## src/hdl/pbm_pkg.sv

```systemverilog
package pbm_pkg;

   // Field widths
   localparam int ANGLE_W     = 17;
   localparam int THR_W       = 12;
   localparam int PULSE_W     = 11;
   localparam int GAIN_W      = 16;
   localparam int WIN_W       = 16;
   localparam int RATE_W      = 10;
   localparam int ERR_W       = ANGLE_W + 1;
   localparam int CSR_DATA_W  = 16;
   localparam int CSR_INDEX_W = 3;

   // Fixed point and limits
   localparam int ANGLE_FRAC_BITS_DEF = 8;
   localparam int GAIN_FRAC_BITS      = 8;
   localparam int PID_LIMIT           = 1000;
   localparam int PULSE_MIN           = 1000;
   localparam int PULSE_MAX           = 2000;

   // Register reset values
   localparam logic [GAIN_W-1:0] PROP_GAIN_RST  = 16'd358;
   localparam logic [GAIN_W-1:0] INTEG_GAIN_RST = 16'd466;
   localparam logic [GAIN_W-1:0] DERIV_GAIN_RST = 16'd266;
   localparam logic [WIN_W-1:0]  INTEG_WIN_RST  = 16'd2048;
   localparam logic [RATE_W-1:0] LOOP_RATE_RST  = 10'd250;

   typedef enum logic [CSR_INDEX_W-1:0] {
      CSR_PROP_GAIN  = 3'd0,
      CSR_INTEG_GAIN = 3'd1,
      CSR_DERIV_GAIN = 3'd2,
      CSR_INTEG_WIN  = 3'd3,
      CSR_LOOP_RATE  = 3'd4
   } csr_index_type;

   typedef enum logic [1:0] {
      MUL_SEL_P,
      MUL_SEL_I,
      MUL_SEL_DD,
      MUL_SEL_D
   } mul_sel_type;

   typedef struct packed {
      logic        load;
      logic        mul_en;
      mul_sel_type mul_sel;
      logic        integ_upd;
      logic        sum_en;
      logic        out_load;
   } pbm_cmd_type;

   typedef struct packed {
      logic out_free;
   } pbm_status_type;

endpackage

```

## src/hdl/pbm_req_if.sv

```systemverilog
interface pbm_req_if import pbm_pkg::*; ();
   logic                       valid;
   logic                       ready;
   logic signed [ANGLE_W-1:0]  setpoint_angle;
   logic signed [ANGLE_W-1:0]  measured_angle;
   logic        [THR_W-1:0]    base_throttle;
   logic                       motors_enabled;

   modport source (
      output valid, setpoint_angle, measured_angle, base_throttle, motors_enabled,
      input  ready
   );
   modport sink (
      input  valid, setpoint_angle, measured_angle, base_throttle, motors_enabled,
      output ready
   );
endinterface

```

## src/hdl/pbm_rsp_if.sv

```systemverilog
interface pbm_rsp_if import pbm_pkg::*; ();
   logic                       valid;
   logic                       ready;
   logic        [PULSE_W-1:0]  right_pulse;
   logic        [PULSE_W-1:0]  left_pulse;
   logic signed [PULSE_W-1:0]  correction;

   modport source (
      output valid, right_pulse, left_pulse, correction,
      input  ready
   );
   modport sink (
      input  valid, right_pulse, left_pulse, correction,
      output ready
   );
endinterface

```

## src/hdl/pbm_ctrl.sv

```systemverilog
module pbm_ctrl import pbm_pkg::*; (
   input  logic           clock,
   input  logic           reset,
   input  logic           req_valid,
   output logic           req_ready,
   input  pbm_status_type status,
   output pbm_cmd_type    cmd
);

   typedef enum logic [2:0] {
      ST_IDLE,
      ST_MUL_P,
      ST_MUL_I,
      ST_MUL_DD,
      ST_MUL_D,
      ST_SUM,
      ST_MIX
   } state_type;

   state_type state_ff;
   state_type state_in;

   always_comb begin
      state_in      = state_ff;
      cmd           = '0;
      cmd.mul_sel   = MUL_SEL_P;
      unique case (state_ff)
         ST_IDLE: begin
            if (req_valid) begin
               cmd.load = 1'b1;
               state_in = ST_MUL_P;
            end
         end
         ST_MUL_P: begin
            cmd.mul_en  = 1'b1;
            cmd.mul_sel = MUL_SEL_P;
            state_in    = ST_MUL_I;
         end
         ST_MUL_I: begin
            cmd.mul_en  = 1'b1;
            cmd.mul_sel = MUL_SEL_I;
            state_in    = ST_MUL_DD;
         end
         ST_MUL_DD: begin
            cmd.mul_en    = 1'b1;
            cmd.mul_sel   = MUL_SEL_DD;
            cmd.integ_upd = 1'b1;
            state_in      = ST_MUL_D;
         end
         ST_MUL_D: begin
            cmd.mul_en  = 1'b1;
            cmd.mul_sel = MUL_SEL_D;
            state_in    = ST_SUM;
         end
         ST_SUM: begin
            cmd.sum_en = 1'b1;
            state_in   = ST_MIX;
         end
         ST_MIX: begin
            // hold until the output register is free
            if (status.out_free) begin
               cmd.out_load = 1'b1;
               state_in     = ST_IDLE;
            end
         end
         default: state_in = ST_IDLE;
      endcase
   end

   assign req_ready = (state_ff == ST_IDLE);

   always_ff @(posedge clock) begin
      if (reset) begin
         state_ff <= ST_IDLE;
      end else begin
         state_ff <= state_in;
      end
   end

endmodule

```

## src/hdl/pbm_datapath.sv

```systemverilog
module pbm_datapath import pbm_pkg::*; #(
   parameter int ANGLE_FRAC_BITS = ANGLE_FRAC_BITS_DEF
) (
   input  logic                      clock,
   input  logic                      reset,
   input  pbm_cmd_type               cmd,
   output pbm_status_type            status,
   input  logic signed [ANGLE_W-1:0] req_setpoint_angle,
   input  logic signed [ANGLE_W-1:0] req_measured_angle,
   input  logic [THR_W-1:0]          req_base_throttle,
   input  logic                      req_motors_enabled,
   input  logic                      csr_wr_en,
   input  logic [CSR_INDEX_W-1:0]    csr_index,
   input  logic [CSR_DATA_W-1:0]     csr_wdata,
   input  logic                      rsp_ready,
   output logic                      rsp_valid,
   output logic [PULSE_W-1:0]        rsp_right_pulse,
   output logic [PULSE_W-1:0]        rsp_left_pulse,
   output logic signed [PULSE_W-1:0] rsp_correction
);

   localparam int FB      = ANGLE_FRAC_BITS + GAIN_FRAC_BITS;
   localparam int DIFF_W  = ERR_W + 1;
   localparam int P_W     = ERR_W + GAIN_W;
   localparam int DD_W    = DIFF_W + GAIN_W;
   localparam int D_W     = DD_W + RATE_W + 1;
   localparam int MUL_A_W = DD_W + 1;
   localparam int MUL_B_W = GAIN_W + 1;
   localparam int MUL_P_W = MUL_A_W + MUL_B_W;
   localparam int INT_W   = 32;
   localparam int ISUM_W  = INT_W + 4;
   localparam int SUM_W   = D_W + 3;
   localparam int MIX_W   = THR_W + 2;

   localparam logic signed [INT_W-1:0]  ILIM    = INT_W'(PID_LIMIT * (2 ** FB));
   localparam logic signed [ISUM_W-1:0] ILIM_X  = ISUM_W'(ILIM);
   localparam logic signed [SUM_W-1:0]  SUM_LIM = SUM_W'(PID_LIMIT);
   localparam logic signed [MIX_W-1:0]  MIX_MIN = MIX_W'(PULSE_MIN);
   localparam logic signed [MIX_W-1:0]  MIX_MAX = MIX_W'(PULSE_MAX);

   // configuration registers
   logic signed [GAIN_W-1:0] kp_ff, kp_in;
   logic signed [GAIN_W-1:0] ki_ff, ki_in;
   logic signed [GAIN_W-1:0] kd_ff, kd_in;
   logic [WIN_W-1:0]         win_ff, win_in;
   logic [RATE_W-1:0]        rate_ff, rate_in;

   // per-request and loop state
   logic signed [ERR_W-1:0]  err_ff, err_in;
   logic signed [ERR_W-1:0]  last_err_ff, last_err_in;
   logic signed [DIFF_W-1:0] diff_ff, diff_in;
   logic [THR_W-1:0]         thr_ff, thr_in;
   logic                     en_ff, en_in;
   logic                     lt_ff, lt_in;
   logic                     gt_ff, gt_in;
   logic signed [P_W-1:0]    p_ff, p_in;
   logic signed [P_W-1:0]    kierr_ff, kierr_in;
   logic signed [DD_W-1:0]   dd_ff, dd_in;
   logic signed [D_W-1:0]    d_ff, d_in;
   logic signed [INT_W-1:0]  integ_ff, integ_in;
   logic signed [PULSE_W-1:0] pid_ff, pid_in;

   // output register
   logic                      rsp_valid_ff, rsp_valid_in;
   logic [PULSE_W-1:0]        right_ff, right_in;
   logic [PULSE_W-1:0]        left_ff, left_in;
   logic signed [PULSE_W-1:0] corr_ff, corr_in;

   logic signed [ERR_W-1:0]   err_now;
   logic [ERR_W-1:0]          mag_now;
   logic [ERR_W-1:0]          win_ext;
   logic signed [MUL_A_W-1:0] mul_a;
   logic signed [MUL_B_W-1:0] mul_b;
   logic signed [MUL_P_W-1:0] prod;
   logic signed [ISUM_W-1:0]  isum;
   logic signed [SUM_W-1:0]   sum;
   logic signed [SUM_W-1:0]   shifted;
   logic signed [MIX_W-1:0]   thr_s;
   logic signed [MIX_W-1:0]   pid_s;
   logic signed [MIX_W-1:0]   right_raw;
   logic signed [MIX_W-1:0]   left_raw;

   assign err_now = ERR_W'(req_setpoint_angle) - ERR_W'(req_measured_angle);
   assign mag_now = err_now[ERR_W-1] ? ERR_W'(-err_now) : ERR_W'(err_now);
   assign win_ext = ERR_W'(win_ff);

   // shared multiplier
   always_comb begin
      unique case (cmd.mul_sel)
         MUL_SEL_P: begin
            mul_a = MUL_A_W'(err_ff);
            mul_b = MUL_B_W'(kp_ff);
         end
         MUL_SEL_I: begin
            mul_a = MUL_A_W'(err_ff);
            mul_b = MUL_B_W'(ki_ff);
         end
         MUL_SEL_DD: begin
            mul_a = MUL_A_W'(diff_ff);
            mul_b = MUL_B_W'(kd_ff);
         end
         MUL_SEL_D: begin
            mul_a = MUL_A_W'(dd_ff);
            mul_b = MUL_B_W'($signed({1'b0, rate_ff}));
         end
         default: begin
            mul_a = '0;
            mul_b = '0;
         end
      endcase
   end

   assign prod = mul_a * mul_b;

   assign isum    = ISUM_W'(integ_ff) + ISUM_W'(kierr_ff);
   assign sum     = SUM_W'(p_ff) + SUM_W'(integ_ff) + SUM_W'(d_ff);
   assign shifted = sum >>> FB;

   assign thr_s     = $signed({2'b00, thr_ff});
   assign pid_s     = MIX_W'(pid_ff);
   assign right_raw = thr_s + pid_s;
   assign left_raw  = thr_s - pid_s;

   assign status.out_free = !rsp_valid_ff || rsp_ready;

   always_comb begin
      kp_in       = kp_ff;
      ki_in       = ki_ff;
      kd_in       = kd_ff;
      win_in      = win_ff;
      rate_in     = rate_ff;
      err_in      = err_ff;
      last_err_in = last_err_ff;
      diff_in     = diff_ff;
      thr_in      = thr_ff;
      en_in       = en_ff;
      lt_in       = lt_ff;
      gt_in       = gt_ff;
      p_in        = p_ff;
      kierr_in    = kierr_ff;
      dd_in       = dd_ff;
      d_in        = d_ff;
      integ_in    = integ_ff;
      pid_in      = pid_ff;
      rsp_valid_in = rsp_valid_ff;
      right_in    = right_ff;
      left_in     = left_ff;
      corr_in     = corr_ff;

      if (csr_wr_en) begin
         unique case (csr_index_type'(csr_index))
            CSR_PROP_GAIN:  kp_in   = $signed(csr_wdata[GAIN_W-1:0]);
            CSR_INTEG_GAIN: ki_in   = $signed(csr_wdata[GAIN_W-1:0]);
            CSR_DERIV_GAIN: kd_in   = $signed(csr_wdata[GAIN_W-1:0]);
            CSR_INTEG_WIN:  win_in  = csr_wdata[WIN_W-1:0];
            CSR_LOOP_RATE:  rate_in = csr_wdata[RATE_W-1:0];
            default: ;
         endcase
      end

      if (cmd.load) begin
         err_in      = err_now;
         diff_in     = DIFF_W'(err_now) - DIFF_W'(last_err_ff);
         last_err_in = err_now;
         thr_in      = req_base_throttle;
         en_in       = req_motors_enabled;
         lt_in       = mag_now < win_ext;
         gt_in       = mag_now > win_ext;
      end

      if (cmd.mul_en) begin
         unique case (cmd.mul_sel)
            MUL_SEL_P:  p_in     = prod[P_W-1:0];
            MUL_SEL_I:  kierr_in = prod[P_W-1:0];
            MUL_SEL_DD: dd_in    = prod[DD_W-1:0];
            MUL_SEL_D:  d_in     = prod[D_W-1:0];
            default: ;
         endcase
      end

      // accumulate inside the window, clear outside, hold on the edge
      if (cmd.integ_upd) begin
         if (lt_ff) begin
            priority if (isum > ILIM_X)       integ_in = ILIM;
            else if (isum < -ILIM_X)          integ_in = -ILIM;
            else                              integ_in = isum[INT_W-1:0];
         end else if (gt_ff) begin
            integ_in = '0;
         end
      end

      if (cmd.sum_en) begin
         priority if (shifted > SUM_LIM)      pid_in = PULSE_W'(PID_LIMIT);
         else if (shifted < -SUM_LIM)         pid_in = PULSE_W'(-PID_LIMIT);
         else                                 pid_in = shifted[PULSE_W-1:0];
      end

      if (rsp_ready) begin
         rsp_valid_in = 1'b0;
      end
      if (cmd.out_load) begin
         rsp_valid_in = 1'b1;
         corr_in      = pid_ff;
         priority if (!en_ff)                 right_in = PULSE_W'(PULSE_MIN);
         else if (right_raw < MIX_MIN)        right_in = PULSE_W'(PULSE_MIN);
         else if (right_raw > MIX_MAX)        right_in = PULSE_W'(PULSE_MAX);
         else                                 right_in = right_raw[PULSE_W-1:0];
         priority if (!en_ff)                 left_in = PULSE_W'(PULSE_MIN);
         else if (left_raw < MIX_MIN)         left_in = PULSE_W'(PULSE_MIN);
         else if (left_raw > MIX_MAX)         left_in = PULSE_W'(PULSE_MAX);
         else                                 left_in = left_raw[PULSE_W-1:0];
      end
   end

   always_ff @(posedge clock) begin
      if (reset) begin
         kp_ff        <= PROP_GAIN_RST;
         ki_ff        <= INTEG_GAIN_RST;
         kd_ff        <= DERIV_GAIN_RST;
         win_ff       <= INTEG_WIN_RST;
         rate_ff      <= LOOP_RATE_RST;
         last_err_ff  <= '0;
         integ_ff     <= '0;
         rsp_valid_ff <= 1'b0;
      end else begin
         kp_ff        <= kp_in;
         ki_ff        <= ki_in;
         kd_ff        <= kd_in;
         win_ff       <= win_in;
         rate_ff      <= rate_in;
         last_err_ff  <= last_err_in;
         integ_ff     <= integ_in;
         rsp_valid_ff <= rsp_valid_in;
      end
   end

   always_ff @(posedge clock) begin
      err_ff   <= err_in;
      diff_ff  <= diff_in;
      thr_ff   <= thr_in;
      en_ff    <= en_in;
      lt_ff    <= lt_in;
      gt_ff    <= gt_in;
      p_ff     <= p_in;
      kierr_ff <= kierr_in;
      dd_ff    <= dd_in;
      d_ff     <= d_in;
      pid_ff   <= pid_in;
      right_ff <= right_in;
      left_ff  <= left_in;
      corr_ff  <= corr_in;
   end

   assign rsp_valid       = rsp_valid_ff;
   assign rsp_right_pulse = right_ff;
   assign rsp_left_pulse  = left_ff;
   assign rsp_correction  = corr_ff;

endmodule

```

## src/hdl/pid_balance_two_motor_mixer_unit.sv

```systemverilog
// Sequence: an accepted request steps through the four products of the shared
// multiplier (P, I, D difference, D rate scaling) in turn, then the sum and the
// mix, which waits for the output register; the next request is taken only in idle.
// A response waiting in the output register does not block the next request.
// Reset (synchronous, active high): restore gain defaults, clear the integral
// and last error, drop any pending response.
module pid_balance_two_motor_mixer_unit import pbm_pkg::*; #(
   parameter int ANGLE_FRAC_BITS = ANGLE_FRAC_BITS_DEF
) (
   input  logic                   clock,
   input  logic                   reset,
   pbm_req_if.sink                req_if,
   pbm_rsp_if.source              rsp_if,
   input  logic                   csr_wr_en,
   input  logic [CSR_INDEX_W-1:0] csr_index,
   input  logic [CSR_DATA_W-1:0]  csr_wdata
);

   pbm_cmd_type    cmd;
   pbm_status_type status;
   logic           ctrl_ready;

   // Sequencer: accept a request in idle, step the shared multiplier,
   // then sum, clamp and mix into the output register.
   pbm_ctrl u_ctrl (
      .clock     (clock),
      .reset     (reset),
      .req_valid (req_if.valid),
      .req_ready (ctrl_ready),
      .status    (status),
      .cmd       (cmd)
   );

   assign req_if.ready = ctrl_ready;

   // Datapath: error, gains, integral state, multiplier and output stage.
   pbm_datapath #(
      .ANGLE_FRAC_BITS (ANGLE_FRAC_BITS)
   ) u_datapath (
      .clock              (clock),
      .reset              (reset),
      .cmd                (cmd),
      .status             (status),
      .req_setpoint_angle (req_if.setpoint_angle),
      .req_measured_angle (req_if.measured_angle),
      .req_base_throttle  (req_if.base_throttle),
      .req_motors_enabled (req_if.motors_enabled),
      .csr_wr_en          (csr_wr_en),
      .csr_index          (csr_index),
      .csr_wdata          (csr_wdata),
      .rsp_ready          (rsp_if.ready),
      .rsp_valid          (rsp_if.valid),
      .rsp_right_pulse    (rsp_if.right_pulse),
      .rsp_left_pulse     (rsp_if.left_pulse),
      .rsp_correction     (rsp_if.correction)
   );

endmodule

```

## src/flat_wrapper.sv

```systemverilog
// flat-port wrapper written by rule: the top's interface ports become plain ports
module pid_balance_two_motor_mixer_unit_flat import pbm_pkg::*;
#(
   parameter int ANGLE_FRAC_BITS = ANGLE_FRAC_BITS_DEF
)
  (clock, reset, csr_wr_en, csr_index, csr_wdata, req_if_valid, req_if_setpoint_angle, req_if_measured_angle, req_if_base_throttle, req_if_motors_enabled, req_if_ready, rsp_if_valid, rsp_if_right_pulse, rsp_if_left_pulse, rsp_if_correction, rsp_if_ready);
  pbm_req_if req_if_i ();
  pbm_rsp_if rsp_if_i ();
  input  logic clock;
  input  logic reset;
  input  logic csr_wr_en;
  input  logic [CSR_INDEX_W-1:0] csr_index;
  input  logic [CSR_DATA_W-1:0] csr_wdata;
  input wire logic [$bits(req_if_i.valid)-1:0] req_if_valid;
  input wire logic [$bits(req_if_i.setpoint_angle)-1:0] req_if_setpoint_angle;
  input wire logic [$bits(req_if_i.measured_angle)-1:0] req_if_measured_angle;
  input wire logic [$bits(req_if_i.base_throttle)-1:0] req_if_base_throttle;
  input wire logic [$bits(req_if_i.motors_enabled)-1:0] req_if_motors_enabled;
  output wire logic [$bits(req_if_i.ready)-1:0] req_if_ready;
  output wire logic [$bits(rsp_if_i.valid)-1:0] rsp_if_valid;
  output wire logic [$bits(rsp_if_i.right_pulse)-1:0] rsp_if_right_pulse;
  output wire logic [$bits(rsp_if_i.left_pulse)-1:0] rsp_if_left_pulse;
  output wire logic [$bits(rsp_if_i.correction)-1:0] rsp_if_correction;
  input wire logic [$bits(rsp_if_i.ready)-1:0] rsp_if_ready;
  assign req_if_i.valid = req_if_valid;
  assign req_if_i.setpoint_angle = req_if_setpoint_angle;
  assign req_if_i.measured_angle = req_if_measured_angle;
  assign req_if_i.base_throttle = req_if_base_throttle;
  assign req_if_i.motors_enabled = req_if_motors_enabled;
  assign req_if_ready = req_if_i.ready;
  assign rsp_if_valid = rsp_if_i.valid;
  assign rsp_if_right_pulse = rsp_if_i.right_pulse;
  assign rsp_if_left_pulse = rsp_if_i.left_pulse;
  assign rsp_if_correction = rsp_if_i.correction;
  assign rsp_if_i.ready = rsp_if_ready;
  pid_balance_two_motor_mixer_unit #(.ANGLE_FRAC_BITS(ANGLE_FRAC_BITS)) u_core (.clock(clock), .reset(reset), .req_if(req_if_i), .rsp_if(rsp_if_i), .csr_wr_en(csr_wr_en), .csr_index(csr_index), .csr_wdata(csr_wdata));
endmodule
```

## config.mk

```make
export PLATFORM = sky130hd
export DESIGN_NAME = pid_balance_two_motor_mixer_unit_flat
export DESIGN_NICKNAME = d
export VERILOG_FILES = /design/src/hdl/pbm_pkg.sv /design/src/hdl/pbm_req_if.sv /design/src/hdl/pbm_rsp_if.sv /design/src/hdl/pbm_ctrl.sv /design/src/hdl/pbm_datapath.sv /design/src/hdl/pid_balance_two_motor_mixer_unit.sv /design/src/flat_wrapper.sv
export SDC_FILE = /design/constraint.sdc
export NUM_CORES = 2
export LEC_CHECK = 0
export ABC_AREA = 0
export BUFFER_PORTS_ARGS = -buffer_cell sky130_fd_sc_hd__buf_2
export CORE_MARGIN = 1.5
export CORE_UTILIZATION = 45
export CTS_BUF_LIST = sky130_fd_sc_hd__clkbuf_16
export DETAILED_ROUTE_END_ITERATION = 12
export HOLD_SLACK_MARGIN = 0.06
export PLACE_DENSITY = 0.69
export SLEW_MARGIN = 20
export SYNTH_ARGS = -nofsm -noshare
export SYNTH_HDL_FRONTEND = slang
export SYNTH_SLANG_ARGS = --single-unit
```

## constraint.sdc

```tcl
create_clock -name clock -period 20.7 [get_ports clock]
set_input_delay 0 -clock clock [delete_from_list [all_inputs] [get_ports clock]]
set_output_delay 0 -clock clock [all_outputs]
set_load 0.02 [all_outputs]
```

After elaboration in Yosys (flattened, before gate mapping)
Index checks and enable logic that the tools add are counted.
{"block": "classes", "addsub": 8, "mul": 1, "magnitude_cmp": 10, "eq_ne": 15, "muxes": 22, "bitwise": 1, "n_reduce_logical": 24}
{"op": "32-bit 2-to-1 mux", "count": 4}
{"op": "36-bit case mux with 3 select lines", "count": 1}
{"op": "17-bit case mux with 4 select lines", "count": 1}
{"op": "35-bit by 46-bit adder with 47-bit output", "count": 1}
{"op": "36-bit by 17-bit multiplier with 46-bit output", "count": 1}
{"op": "32-bit by 34-bit adder with 35-bit output", "count": 1}
{"op": "34-bit by 32-bit adder with 35-bit output", "count": 1}
{"op": "35-bit by 27-bit > comparator with 1-bit output, second input constant", "count": 1}
{"op": "35-bit by 27-bit less-than comparator with 1-bit output, second input constant", "count": 1}
{"op": "11-bit 2-to-1 mux", "count": 3}
{"op": "31-bit by 11-bit > comparator with 1-bit output, second input constant", "count": 1}
{"op": "31-bit by 11-bit less-than comparator with 1-bit output, second input constant", "count": 1}
{"op": "14-bit by 12-bit > comparator with 1-bit output, second input constant", "count": 2}
{"op": "14-bit by 11-bit less-than comparator with 1-bit output, second input constant", "count": 2}
{"op": "2-bit AND reduction", "count": 11}
{"op": "3-bit case mux with 7 select lines", "count": 1}
{"op": "18-bit by 18-bit subtractor with 19-bit output", "count": 1}
{"op": "18-bit by 16-bit > comparator with 1-bit output", "count": 1}
{"op": "18-bit by 16-bit less-than comparator with 1-bit output", "count": 1}
{"op": "18-bit 2-to-1 mux", "count": 1}
{"op": "18-bit negator", "count": 1}
{"op": "17-bit by 17-bit subtractor with 18-bit output", "count": 1}
{"op": "13-bit by 11-bit adder with 14-bit output", "count": 1}
{"op": "13-bit by 11-bit subtractor with 14-bit output", "count": 1}
{"op": "18 further kinds", "count": 40}
{"block": "totals", "regBits": 373, "in_bits": 71, "elab_cells": 107}

Longest topological paths before layout
{"block": "depth", "word_depth": 6, "mapped_depth": 33, "depth_no_buf": 32}

Modules after synthesis
From an unflattened synthesis, not the netlist that was laid out.
{"block": "hier_totals", "hier_cells": 4498, "area_unflattened_um2": 41442.2}
{"module": "pbm_datapath", "instances": 1, "cells_each": 4471, "area_per_inst_um2": 41239.6, "seq_area_each_um2": 9859.5}
{"module": "pbm_ctrl", "instances": 1, "cells_each": 27, "area_per_inst_um2": 202.7, "seq_area_each_um2": 60.1}

Least setup slack after synthesis
Ideal clock, no wire load.
{"block": "synth_timing", "path_type": "register to register", "start": "register u_core.u_ctrl.state_ff[1]", "end": "register u_core.u_datapath.d_ff[44] (data pin)", "setup_ns": 0.258, "t_arrival_ns": 9.369, "t_required_ns": 20.442, "path_slack_ns": 11.073, "path_stages_with_launch": 31, "n_path_buf": 4, "path_cell_list": "dfxtp_1 nor2b_1 clkbuf_1 and2_1 clkbuf_1 clkbuf_1 clkbuf_1 a221oi_1 nor2_1 fa_1 inv_1 fa_1 fa_1 inv_1 fa_1 fa_1 inv_1 fa_1 inv_1 ha_1 a21o_1 a21o_1 and2_1 a31oi_1 a21oi_1 a41o_1 and4_1 o31a_1 a2111o_1 a21oi_1 xnor2_1"}
{"block": "synth_via", "elab_chain_cells": 6, "word_cells_on_any_way": 13, "classes_between": "1 x mul; 7 x eq/ne; 3 x mux; 2 x reduce/logical"}
{"item": "start: declaration", "line_no": "pbm_ctrl.sv:20", "text": "state_type state_ff;"}
{"item": "start signal: assignment", "line_no": "pbm_ctrl.sv:76", "text": "state_ff <= state_in;"}
{"item": "3-bit == test (tied with other cells)", "line_no": "pbm_ctrl.sv:27", "text": "unique case (state_ff)"}
{"item": "3-bit case mux with 4 select lines (*)", "line_no": "pbm_ctrl.sv:27"}
{"item": "2-bit by 1-bit == test with 1-bit output or 2-bit zero test (tied branches)", "line_no": "pbm_datapath.sv:89", "text": "unique case (cmd.mul_sel)"}
{"item": "2-bit OR reduction (no source line)"}
{"item": "36-bit case mux with 3 select lines", "line_no": "pbm_datapath.sv:89"}
{"item": "36-bit by 17-bit multiplier with 46-bit output (*)", "line_no": "pbm_datapath.sv:113", "text": "assign prod = mul_a * mul_b;"}
{"item": "named net u_core.u_datapath.prod[44]", "line_no": "pbm_datapath.sv:74", "text": "logic signed [MUL_P_W-1:0] prod;"}
{"item": "end signal: assignment", "line_no": "pbm_datapath.sv:247", "text": "d_ff <= d_in;"}
{"item": "end: declaration", "line_no": "pbm_datapath.sv:59", "text": "logic signed [D_W-1:0] d_ff, d_in;"}
The timed path passes the listed nets; every way through them passes the cells marked *.
A chain may end at the register's enable or synchronous reset.

Worst setup path after layout
{"block": "layout_timing", "start": "register u_core.u_ctrl.state_ff[0]", "end": "register u_core.u_datapath.d_ff[44] (data pin)"}
The elaborated chain is that of the path after synthesis.

==> metrics.csv <==
stage,metric,value,unit
final_layout,Syn-to-layout area delta,9.28,%
sta,RSZ-0062 raised after global routing,false,
detailed_routing,final wirelength,108000,um
critical_path,"Req. time, crit path",21.07,ns
detailed_routing,remaining antenna violation count,0,
synthesis,largest cells by area after synthesis,"fa_1, edfxtp_1, ha_1",
detailed_routing,wire length per cell,18.7,um
synthesis,"area leader, netlist",fa_1,
clock_network,clock buffer count from CTS,42,
final_layout,share of layout cells above drive strength 1,6.83,%
sta,Fin. Hold Viols,0,
place,Buffers on Ports,105,
final_layout,# fillers,8454,
synthesis,Post-synth EDFFs,245,
synthesis,sequential area share after synthesis,24.0,%
detailed_routing,via count,31900,
clock_network,CTS tree,built,
detailed_routing,Starting DRT DRC Count,2313,
detailed_routing,Post-route DRC,0,
sta,fin crit period,10.11,ns
clock_network,Setup Buffers After CTS,0,
synthesis,most frequent cell after synthesis,inv_1,
place,placed cells,5653,
sta,period utilization,48.9,%
grt,GRT Util Overall,23.4,%
hold_path,HP Class,in -> reg,
synthesis,fraction of registers with async set or reset after synthesis,0,%
floorplanning,die height,306,um
synthesis,mapped cell area,41400,sq um
sta,Max Freq,98.9,MHz
synthesis,Main synth FF type,edfxtp_1,
critical_path,worst r2r src,u_core.u_ctrl.state_ff[0],
floorplanning,core region area,91400,sq um
grt,vias in the first global route,32600,
place,Place WS,10.57,ns
detailed_routing,via/cell ratio,5.52,
run_status,status,"complete, no violations",
critical_path,cell at the slowest stage of the critical path,dfxtp_1,
place,GPL Wtd Cong,0.969,
critical_path,Critical Path Sink Type,register,
synthesis,Synth Register Bits,373,
final_layout,Antenna Cells,0,
critical_path,Worst path top cell family by delay,adder cells,
synthesis,Synth top cells by count,"inv_1, fa_1, nand2_1",
critical_path,Reg-to-Reg End,u_core.u_datapath.d_ff[44],
clock_network,Root Buffer,clkbuf_16,
final_layout,area taken by multi-input logic gates,28000,sq um
synthesis,Synth Warn #,0,
sta,Max Slew Vio Count,0,
critical_path,r2r setup slk,10.59,ns
clock_network,H-Tree Depth,2,
sta,skew final,0.0449,ns
clock_network,Longest Clk Path Bufs,3,
synthesis,syn nets,5373,
critical_path,crit path max fanout,43,
floorplanning,Starting Density,45.3,%
final_layout,Reg area,9920,sq um
final_layout,Final nets,5467,
sta,setup slack after layout,10.59,ns
critical_path,depth of the worst register-to-register path,25,
critical_path,CP arrival,10.48,ns
final_layout,Finished Layout Cells,5781,
grt,pin count of the biggest net entering global routing,106,
clock_network,worst-skew pair later-pin latency,0.63,ns
critical_path,number of buffer and inverter stages on the critical path,5,
sta,final setup violation count,0,
floorplanning,I/O pins,106,
sta,worst-margin pin slew,1.11,ns
grt,first-pass GRT wire length,175000,um
synthesis,"Avg Cell Area, Syn",9.26,sq um
grt,initial antenna violation count,1,
run,Max Cap Viol,0,
floorplanning,Die ar.,93700,sq um
synthesis,post-synth top area share,27.3,%
sta,setup_tns,0,ns
floorplanning,die outline width,306,um
critical_path,"Largest stage delay, worst path",1.02,ns
critical_path,CP Launch Type,register,
clock_network,clk sink count,373,
sta,Slew HR,25.8,%
hold_path,Hold Path Origin,req_if_setpoint_angle[15],
detailed_routing,drt first pass iters,6,
synthesis,"Distinct cells, synth",106,
clock_network,"Reg clk slew, reported paths",0.06,ns
critical_path,"most used cell, CP",fa_1,
floorplanning,num rows,111,
hold_path,hold path depth,5,
hold_path,WHS Endpoint,u_core.u_datapath.err_ff[16],
critical_path,CP Class,reg -> reg,
place,dpl hpwl,86100,um
synthesis,Synth Instances,4468,
grt,global route total overflow,0,
[worst reg2reg max path, stage by stage, from the launching register on]
cell and delay, ns:
dfxtp_1 1.02, nand2_1 0.55, inv_2 0.69, nor2_1 0.44
and2_1 0.29, a221oi_1 0.81, nor2_1 0.17, fa_1 0.54
inv_1 0.06, fa_1 0.50, fa_1 0.51, inv_1 0.05
fa_1 0.48, fa_1 0.56, inv_1 0.06, fa_1 0.53
inv_1 0.04, ha_1 0.36, a2111oi_0 0.41, a21oi_1 0.20
a41o_1 0.37, and4_1 0.25, o31a_1 0.36, a2111o_1 0.38
a21oi_1 0.18, xnor2_1 0.08
[state kept, by name (all words and copies together) (netlist names), 18 cells and up]
register,flops
u_core.u_datapath.d_ff,46
u_core.u_datapath.dd_ff,35
u_core.u_datapath.kierr_ff,34
u_core.u_datapath.p_ff,34
u_core.u_datapath.integ_ff,32
u_core.u_datapath.diff_ff,19
u_core.u_datapath.err_ff,18
u_core.u_datapath.last_err_ff,18
[worst max path at each step]
stage,slack [ns],end,cells after the start,from
after global placement,10.78,u_core.u_datapath.d_ff[44],27,u_core.u_ctrl.state_ff[0]
after detailed placement,10.57,u_core.u_datapath.d_ff[44],25,u_core.u_ctrl.state_ff[0]
after CTS,10.56,u_core.u_datapath.d_ff[44],25,u_core.u_ctrl.state_ff[0]
after global routing,10.08,u_core.u_datapath.d_ff[44],26,u_core.u_ctrl.state_ff[0]
final,10.59,u_core.u_datapath.d_ff[44],25,u_core.u_ctrl.state_ff[0]
after floorplan,11.07,u_core.u_datapath.d_ff[44],30,u_core.u_ctrl.state_ff[1]
[area by class of cell]
class	instances	share of cell area, %
Inverter	775	6.44
Clock inverter	35	0.836
Timing Repair Buffer	210	3.18
Sequential cell	373	22.0
Multi-Input combinational cell	3160	62.0
Tap cell	1186	3.28
Clock buffer	42	2.33
[what timing repair did]
action,CTS,global route
hold endpoints to repair,111,0
gates resized for setup,0,0
hold buffers,50,0
[stage by stage]
step / hold slack [ns] / area (sq um) / util, %
after global routing: 0.0896 / 45200 / 49.4
after detailed placement: 0.178 / 43200 / 47.3
after floorplan: 0.0989 / 41400 / -
after global placement: 0.182 / 43200 / 47.3
after CTS: 0.0663 / 45200 / 49.4
final: 0.0866 / 45200 / 49.4
[logic make-up after synthesis]
family          synth area share (%)
flops                           24.0
compound gates                  13.2
mux                            0.263
simple gates                    15.3
xor+xnor                        3.26
buf+inv                         8.57
fa+ha+maj                       35.5
[routing by layer]
metal | wire length, um | global-route usage, % | vias up
met5 | 0 | 0 | -
met4 | 4150 | 8.52 | 0
met3 | 7840 | 3.93 | 226
met2 | 50100 | 39.0 | 1127
met1 | 46100 | 30.8 | 15700
li1 | - | - | 14900
[cell usage in the layout, fill, tap and decap left out, types with 13 or more instances in the layout]
master / instances
a211oi_1: 27
a21boi_0: 15
a21o_1: 79
a21oi_1: 243
a221o_1: 26
a221oi_1: 36
a22o_1: 21
a31oi_1: 21
and2_1: 40
and3_1: 17
and4_1: 13
buf_2: 104
buf_4: 55
clkbuf_16: 42
dfxtp_1: 128
dlygate4sd3_1: 50
edfxtp_1: 245
fa_1: 563
ha_1: 271
inv_1: 777
nand2_1: 534
nand2b_1: 64
nand3_1: 45
nand3b_1: 25
nand4_1: 30
nor2_1: 404
nor2b_1: 38
nor3_1: 53
nor4_1: 14
o211ai_1: 19
o21a_1: 31
o21ai_0: 91
o21bai_1: 20
o31ai_1: 14
or2_2: 20
or3_1: 22
xnor2_1: 121
xor2_1: 31
Power is left out: the tool's default activity adds up to more than one toggle a clock period on the data nets, which glitch-free logic cannot reach.
